<file path="src/hw/rtl/kmsb_pkg.sv">
package kmsb_pkg;

  localparam int VERTEX_W = 7;
  localparam int WEIGHT_W = 16;
  localparam int SUM_W    = 22;

  typedef enum logic [5:0] {
    ST_LOAD     = 6'b000001,
    ST_SORT_RD  = 6'b000010,
    ST_PASS_INI = 6'b000100,
    ST_EDGE_RD  = 6'b001000,
    ST_EDGE_CHK = 6'b010000,
    ST_OUT      = 6'b100000
  } state_t;

  // controller to datapath
  typedef struct packed {
    logic load;        // write incoming edge
    logic sort_start;  // begin insertion sort
    logic sort_step;   // advance sort by one micro step
    logic pass_init;   // reset parent table and sums
    logic edge_step;   // run one micro step of the edge loop
    logic pass_end;    // close the current pass
    logic clear;       // drop stored edges after result
  } cmd_t;

  // datapath to controller
  typedef struct packed {
    logic sort_done;
    logic pass_busy;
    logic all_done;
  } status_t;

endpackage

</file>
<file path="src/hw/rtl/kmsb_ctrl.sv">
module kmsb_ctrl import kmsb_pkg::*; (
  input  logic    clk,
  input  logic    rst,
  input  logic    in_fire,
  input  logic    in_last,
  input  logic    out_fire,
  input  status_t status,
  output cmd_t    cmd,
  output logic    in_ready,
  output logic    out_valid
);

  state_t state;
  state_t state_next;

  always_ff @(posedge clk) begin
    if (rst) begin
      state <= ST_LOAD;
    end else begin
      state <= state_next;
    end
  end

  always_comb begin
    cmd = '0;
    state_next = state;
    in_ready = 1'b0;
    out_valid = 1'b0;
    unique case (state)
      ST_LOAD: begin
        in_ready = 1'b1;
        cmd.load = in_fire;
        if (in_fire && in_last) begin
          cmd.sort_start = 1'b1;
          state_next = ST_SORT_RD;
        end
      end
      ST_SORT_RD: begin
        cmd.sort_step = 1'b1;
        if (status.sort_done) begin
          state_next = ST_PASS_INI;
        end
      end
      ST_PASS_INI: begin
        cmd.pass_init = 1'b1;
        state_next = ST_EDGE_RD;
      end
      ST_EDGE_RD: begin
        if (status.pass_busy) begin
          cmd.edge_step = 1'b1;
        end else begin
          cmd.pass_end = 1'b1;
          state_next = ST_EDGE_CHK;
        end
      end
      ST_EDGE_CHK: begin
        // look for the next tree edge to leave out
        if (status.all_done) begin
          state_next = ST_OUT;
        end else if (status.pass_busy) begin
          state_next = ST_EDGE_RD;
        end else begin
          cmd.edge_step = 1'b1;
        end
      end
      ST_OUT: begin
        out_valid = 1'b1;
        if (out_fire) begin
          cmd.clear = 1'b1;
          state_next = ST_LOAD;
        end
      end
      default: state_next = ST_LOAD;
    endcase
  end

  assert property (@(posedge clk) disable iff (rst) out_valid |-> !in_ready)
    else $error("result shown while loading");
  assert property (@(posedge clk) disable iff (rst)
    (state == ST_OUT && !out_fire) |=> state == ST_OUT)
    else $error("result dropped");
  assert property (@(posedge clk) disable iff (rst)
    (in_fire && in_last) |=> state == ST_SORT_RD)
    else $error("last edge did not start sort");

endmodule

</file>
<file path="config.mk">
export PLATFORM = sky130hd
export DESIGN_NAME = kmsb_ctrl
export DESIGN_NICKNAME = d
export VERILOG_FILES = /design/src/hw/rtl/kmsb_pkg.sv /design/src/hw/rtl/kmsb_ctrl.sv
export SDC_FILE = /design/constraint.sdc
export NUM_CORES = 1
export LEC_CHECK = 0
export BUFFER_PORTS_ARGS = -buffer_cell sky130_fd_sc_hd__buf_2
export CORE_AREA = 2 2 39 41
export CTS_BUF_LIST = sky130_fd_sc_hd__clkbuf_4 sky130_fd_sc_hd__clkbuf_8
export CTS_CLUSTER_DIAMETER = 120
export DETAILED_ROUTE_END_ITERATION = 8
export DIE_AREA = 0 0 41 43
export PLACE_DENSITY = 0.56
export SLEW_MARGIN = 10
export SYNTH_ARGS = -nofsm -noshare
export SYNTH_HDL_FRONTEND = slang
export SYNTH_SLANG_ARGS = --single-unit
</file>
<file path="constraint.sdc">
create_clock -name clk -period 1.8 [get_ports clk]
set_input_delay 0.36 -clock clk [delete_from_list [all_inputs] [get_ports clk]]
set_output_delay 0.36 -clock clk [all_outputs]
set_load 0.03 [all_outputs]
</file>
# == Yosys cells after proc, flatten, opt, wreduce, memory -nomap -nowiden ==
# Cells that the tools add are included.
# word_totals
input_bits,8
output_inout_bits,9
ff_bits,6
word_cells,34
# op_classes
muxes,20
n_reduce_logical,2
eq_ne,11
# op_table
cell,count
$mux W6,6
$pmux W6 S6,1
$mux W1,11
$ne A2 B2 Y1 const B,4
$eq A6 B1 Y1 const B,1
$eq A6 B2 Y1 const B,1
$eq A6 B3 Y1 const B,1
$eq A6 B4 Y1 const B,1
$eq A6 B5 Y1 const B,1
$eq A6 B6 Y1 const B,1
$reduce_and A5 Y1,1
$ne A3 B3 Y1 const B,1
$mux W2,1
$pmux W1 S2,1
$logic_and A1 B1 Y1,1

# == Depth between registers and ports, before layout ==
# Gate-level depths: netlist of the first run.
# logic_depth
depth_word,3
depth_mapped,5
mapped_depth_nobuf,4

# == Worst setup path before layout of the first run ==
# OpenSTA, ideal clock, no wires.
# synth_path
path_type,flip-flop to output port
startpoint,register state[4]
endpoint,output port cmd[0] in the netlist's numbering
stages_incl_launch_ff,5
arrival_ns,2.158
setup_slack_ns,-0.718
required_ns,1.440
n_path_buf,1
path_cell_list,dfxtp_1 buf_6 or4_1 nor3b_1 and2_1
# synth_rtl
item,line_no,text
"start, declared",kmsb_ctrl.sv:13,state_t state;
"start signal, assigned",kmsb_ctrl.sv:20,state <= state_next;
"end, declared",kmsb_ctrl.sv:8,"output cmd_t cmd,"

==> flow_summary.json, run 1 <==
{
  "worstHoldStart": "rst",
  "cp-end-kind": "output pin",
  "die_y_um": 43,
  "grt_max_degree": 9,
  "start_kind": "flip-flop",
  "first_pass_iters": 4,
  "highest_layer": "met4",
  "synth_cell_types": 29,
  "wl_met3_um": 57,
  "synth-edff-count": 0,
  "fin_cells": 110,
  "std_cell_rows": 14,
  "nets": 104,
  "dp_hpwl_mm": 1.03,
  "ys_seq_elements": 6,
  "track_usage_pct": 20.3,
  "worst_pin_slew_ns": 0.369,
  "drv_cap": 0,
  "antenna_found_initial": 0,
  "violations": "setup timing",
  "hold_slack_ns": 0.375,
  "hold_buffers": 0,
  "cts.sinks": 6,
  "clock_skew_ns": 0.00690,
  "vias_per_cell": 5.31,
  "grt_pass1_vias": 534,
  "area.growth.synth_to_final_pct": 111,
  "async_flop_share_pct": 0,
  "syn_nets": 63,
  "crit_end": "cmd[2]",
  "peakVddDrop_mv": 0.325,
  "vias": 584,
  "setup_viol_count_final": 11,
  "cts_root_buffer": "clkbuf_4",
  "design.core.area_um2": 1380,
  "synth_top_area_share_pct": 26.9,
  "hold_violations": 0,
  "r2r_start": "state[2]$_SDFFE_PP0P_",
  "p_leak_nw": 0.396,
  "wl_mm": 1.51,
  "synth_ff_type": "dfxtp_1",
  "synth.avg_cell_area_um2": 8.12,
  "min_path_type": "in -> reg",
  "drtIter0Drc": 5,
  "antenna_left": 0,
  "htreeDepth": 1,
  "slew_headroom_pct": 74.8,
  "reg_top3": "state x6",
  "synth.area.top_cells": "dfxtp_1, or4_1, nor2_1, buf_6, a21oi_1",
  "clock_latency_ns": 0.25,
  "arrival_ns": 1.76,
  "p_per_area_nw_per_um2": 462,
  "synthesis.area_um2": 447,
  "wl_per_cell_um": 13.7,
  "gr-total-overflow": 0,
  "ys_seq_area_share_pct": 26.9,
  "critical_path_class": "reg -> out",
  "finalInstanceArea_um2": 942,
  "setup_ws_ns": -0.325,
  "initial_utilization_pct": 32.3,
  "finalMaxSlewViolations": 0,
  "largest_register_ffs": 6,
  "drc": 0,
  "dr_wl_met2_um": 828,
  "critPathMaxFanout": 2,
  "min_period_ns": 2.12,
  "synth_cells": 55,
  "synth.largest_area_cell": "dfxtp_1",
  "io_buffers": 16,
  "max_freq_ghz": 0.471,
  "cts-buffers-inserted": 3,
  "antenna_cells": 0,
  "worstSetupStartpoint": "state[2]$_SDFFE_PP0P_",
  "drive_gt1_share_pct": 70.2,
  "io_pins": 17,
  "cts_tree": "done",
  "r2r_cells": 7,
  "r2r_setup_slack_ns": -0.30,
  "required_ns": 1.44,
  "die_x_um": 41,
  "status": "finished with violations",
  "post-route-period-util_pct": 118,
  "place.gp.congestion": 0.786,
  "dieArea_um2": 1760,
  "r2r-end": "state[3]$_SDFFE_PP0P_",
  "clk_pin_slew_worst_paths_ns": 0.05,
  "largest-register": "state",
  "wl_met1_um": 589,
  "rsz0062_at_grt": "yes",
  "dpl_cell_area_um2": 677,
  "yosys_warnings": 0,
  "clk_path_buf_depth": 2,
  "finalPower_mw": 0.436,
  "placed_cells": 97,
  "grt_pass1_wl_mm": 2.33
}
==> where the power goes <==
group	internal (mW)	switching, mW	leakage (nW)
logic	0.0853	0.0803	0.332
registers	0.138	0.00241	0.0496
clock network	0.0758	0.0541	0.0138
==> cell usage in the layout, fill, tap and decap left out, drive strengths merged <==
master,instances
a2111oi,1
a211o,1
a211oi,1
a21oi,4
a2bb2oi,1
and2,2
buf,39
clkbuf,3
dfxtp,6
inv,2
mux2i,1
nand2,3
nand2b,2
nand3,1
nand3b,1
nand4b,1
nor2,7
nor3,1
nor3b,1
nor4,1
o2111ai,1
o21ai,2
o32ai,1
or3,2
or3b,1
or4,5
or4b,2
xnor2,1
==> how the worst min path moves through the flow <==
stage | slack (ns) | to | cells past startpoint
2_1_floorplan | 0.43 | state[1]$_SDFFE_PP0P_ | 1
3_3_place_gp | 0.64 | state[5]$_SDFFE_PP0P_ | 2
3_5_place_dp | 0.63 | state[1]$_SDFFE_PP0P_ | 2
4_1_cts | 0.37 | state[1]$_SDFFE_PP0P_ | 2
5_1_grt | 0.38 | state[1]$_SDFFE_PP0P_ | 2
6_report | 0.38 | state[1]$_SDFFE_PP0P_ | 2
==> metrics by stage <==
stage	setup slack [ns]	setup TNS, ns	utilization [%]
finish	-0.325	-2.44	68.1
global route	-0.366	-2.99	68.1
CTS	-0.330	-1.98	59.9
detailed placement	-0.124	-0.305	48.9
global placement	-0.104	-0.238	48.9
floorplan	-0.176	-0.359	-
==> layout make-up <==
type	count	area, um2
fillers	114	442
inverters	2	10.0
clock buffers	3	22.5
repair buffers	39	339
multi-input cells	44	428
well taps	16	20.0
flip-flops and latches	6	123
==> timing repair <==
item                                   4_1_cts  5_1_grt
endpoints found under the hold margin        0        0
setup endpoints to repair                   12       13
setup buffers                                2        8
cloned                                       0        0
gates resized for setup                     29       12
pin swaps                                   10       11
==> synth_stat cells (all sizes together) (2+ instances only) <==
| cell type | count |
|---|---|
| nand2b | 2 |
| and2 | 2 |
| or3 | 2 |
| inv | 2 |
| o21ai | 2 |
| a21oi | 4 |
| or4 | 5 |
| nor2 | 7 |
| dfxtp | 6 |
| buf | 3 |
| or4b | 2 |
| nand2 | 3 |
==> metal layers <==
| metal | vias to the layer above | GRT usage [%] |
|---|---|---|
| met5 | - | 0 |
| met4 | 0 | 12.7 |
| met3 | 4 | 5.24 |
| met2 | 19 | 32.8 |
| met1 | 270 | 21.9 |
| li1 | 291 | - |
==> cell families after synthesis <==
family,after synthesis,synth area share [%]
flip-flops,6,26.9
multiplexers,1,2.24
AND/OR/NAND/NOR,30,41.5
buffers and inverters,5,7.84
XOR/XNOR,1,1.96
AO/OA/AOI/OAI,12,19.6
==> worst max-delay path, cell delays in order, from the launching register on <==
cell and delay [ns]:
dfxtp_1 0.30, or4_4 0.54, or3_4 0.41, o21ai_4 0.13, buf_6 0.14
Power figures use the tool's default switching activity.
==> inputs of run 2 (changes only) <==
- SETUP_SLACK_MARGIN: unset -> 0.1
==> flow_summary.json, run 2 (synthesis results as in run 1) <==
{
  "worst_pin_slew_ns": 0.389,
  "ff_latch_area_um2": 129,
  "critical_path_class": "reg -> out",
  "critPathMaxFanout": 2,
  "arrival_ns": 1.75,
  "final_cell_mix": "buf_6, buf_4, buf_2",
  "initial_utilization_pct": 32.3,
  "grt_pass1_vias": 550,
  "wl_per_cell_um": 14.2,
  "status": "finished with violations",
  "design.core.area_um2": 1380,
  "max_freq_ghz": 0.474,
  "htreeDepth": 1,
  "cts_root_buffer": "clkbuf_4",
  "final_core_util_pct": 67.1,
  "min_period_ns": 2.11,
  "std_cell_rows": 14,
  "clk_path_buf_depth": 2,
  "nets": 102,
  "largest-register": "state",
  "grt_max_degree": 9,
  "dieArea_um2": 1760,
  "multi_input_area_um2": 430,
  "cts.sinks": 6,
  "finalMaxSlewViolations": 0,
  "slew_headroom_pct": 73.4,
  "cts-buffers-inserted": 3,
  "io_pins": 17,
  "cp-end-kind": "output pin",
  "hold_buffers": 0,
  "p_leak_nw": 0.380,
  "violations": "setup timing",
  "required_ns": 1.44,
  "die_x_um": 41,
  "first_pass_iters": 4,
  "drtIter0Drc": 8,
  "clk_pin_slew_worst_paths_ns": 0.04,
  "reg_top3": "state x6",
  "dp_hpwl_mm": 1.05,
  "antenna_cells": 0,
  "io_buffers": 16,
  "clock_latency_ns": 0.26,
  "post-route-period-util_pct": 117,
  "fillers": 127,
  "vias": 566,
  "finalPower_mw": 0.439,
  "antenna_found_initial": 0,
  "vias_per_cell": 5.24,
  "drive_gt1_share_pct": 73.9,
  "drv_cap": 0,
  "setup_viol_count_final": 10,
  "track_usage_pct": 21.1,
  "area.growth.synth_to_final_pct": 108,
  "finalSetupTns_ns": -1.85,
  "largest_register_ffs": 6,
  "min_path_type": "in -> reg",
  "clock_skew_ns": 0.00367,
  "wl_mm": 1.54,
  "place.gp.congestion": 0.779,
  "rsz0062_at_grt": "yes",
  "start_kind": "flip-flop",
  "antenna_left": 0,
  "setup_ws_ns": -0.308,
  "grt_pass1_wl_mm": 2.46,
  "cts_tree": "done",
  "drc": 0,
  "peakVddDrop_mv": 0.378,
  "die_y_um": 43,
  "gr-total-overflow": 0,
  "hold_violations": 0,
  "p_per_area_nw_per_um2": 473
}
## run 2: power breakdown
| part | switching (mW) | internal (mW) | total [mW] |
|---|---|---|---|
| clock network | 0.0545 | 0.0758 | 0.130 |
| registers | 0.00192 | 0.136 | 0.138 |
| logic | 0.0838 | 0.0871 | 0.171 |
## run 2: per-layer routing
metal / track usage, % / wire length [um]
met1: 26.1 / 608
met2: 33.1 / 829
met3: 5.24 / 83
met4: 8.67 / 16
met5: 0 / 0
## run 2: cell type report
cell class / instances / area share (%)
Sequential cell: 6 / 13.9
Inverter: 2 / 1.08
Multi-Input combinational cell: 44 / 46.4
Tap cell: 16 / 2.16
Clock buffer: 3 / 2.43
Timing Repair Buffer: 37 / 34.1
## run 2: repair_timing
item,in CTS,in global routing
pin swaps,11,9
setup buffers,3,3
gates resized for setup,28,15
setup endpoints to repair,13,15
## run 2: path summary, 6_finish.rpt
kind | from | to | slack [ns] | cells past startpoint
worst max-delay path | state[2]$_SDFFE_PP0P_ | cmd[2] | -0.31 | 4
worst min-delay path | rst | state[5]$_SDFFE_PP0P_ | 0.38 | 2
worst max register to register | state[2]$_SDFFE_PP0P_ | state[3]$_SDFFE_PP0P_ | -0.08 | 5
worst min register to register | state[4]$_SDFFE_PP0P_ | state[2]$_SDFFE_PP0P_ | 0.68 | 3
## run 2: worst max-delay path: stages, from the launching register on
cell,delay [ns]
dfxtp_2,0.31
or4_4,0.52
or3_4,0.39
o21ai_4,0.13
buf_6,0.14
## run 2: per-stage QoR
step,area [um2],instances,setup WS [ns],hold WS (ns)
finish,928,108,-0.308,0.377
global route,928,108,-0.352,0.387
CTS,852,105,-0.322,0.381
detailed placement,698,99,-0.109,0.639
global placement,698,99,-0.102,0.644
floorplan,515,55,-0.176,0.429
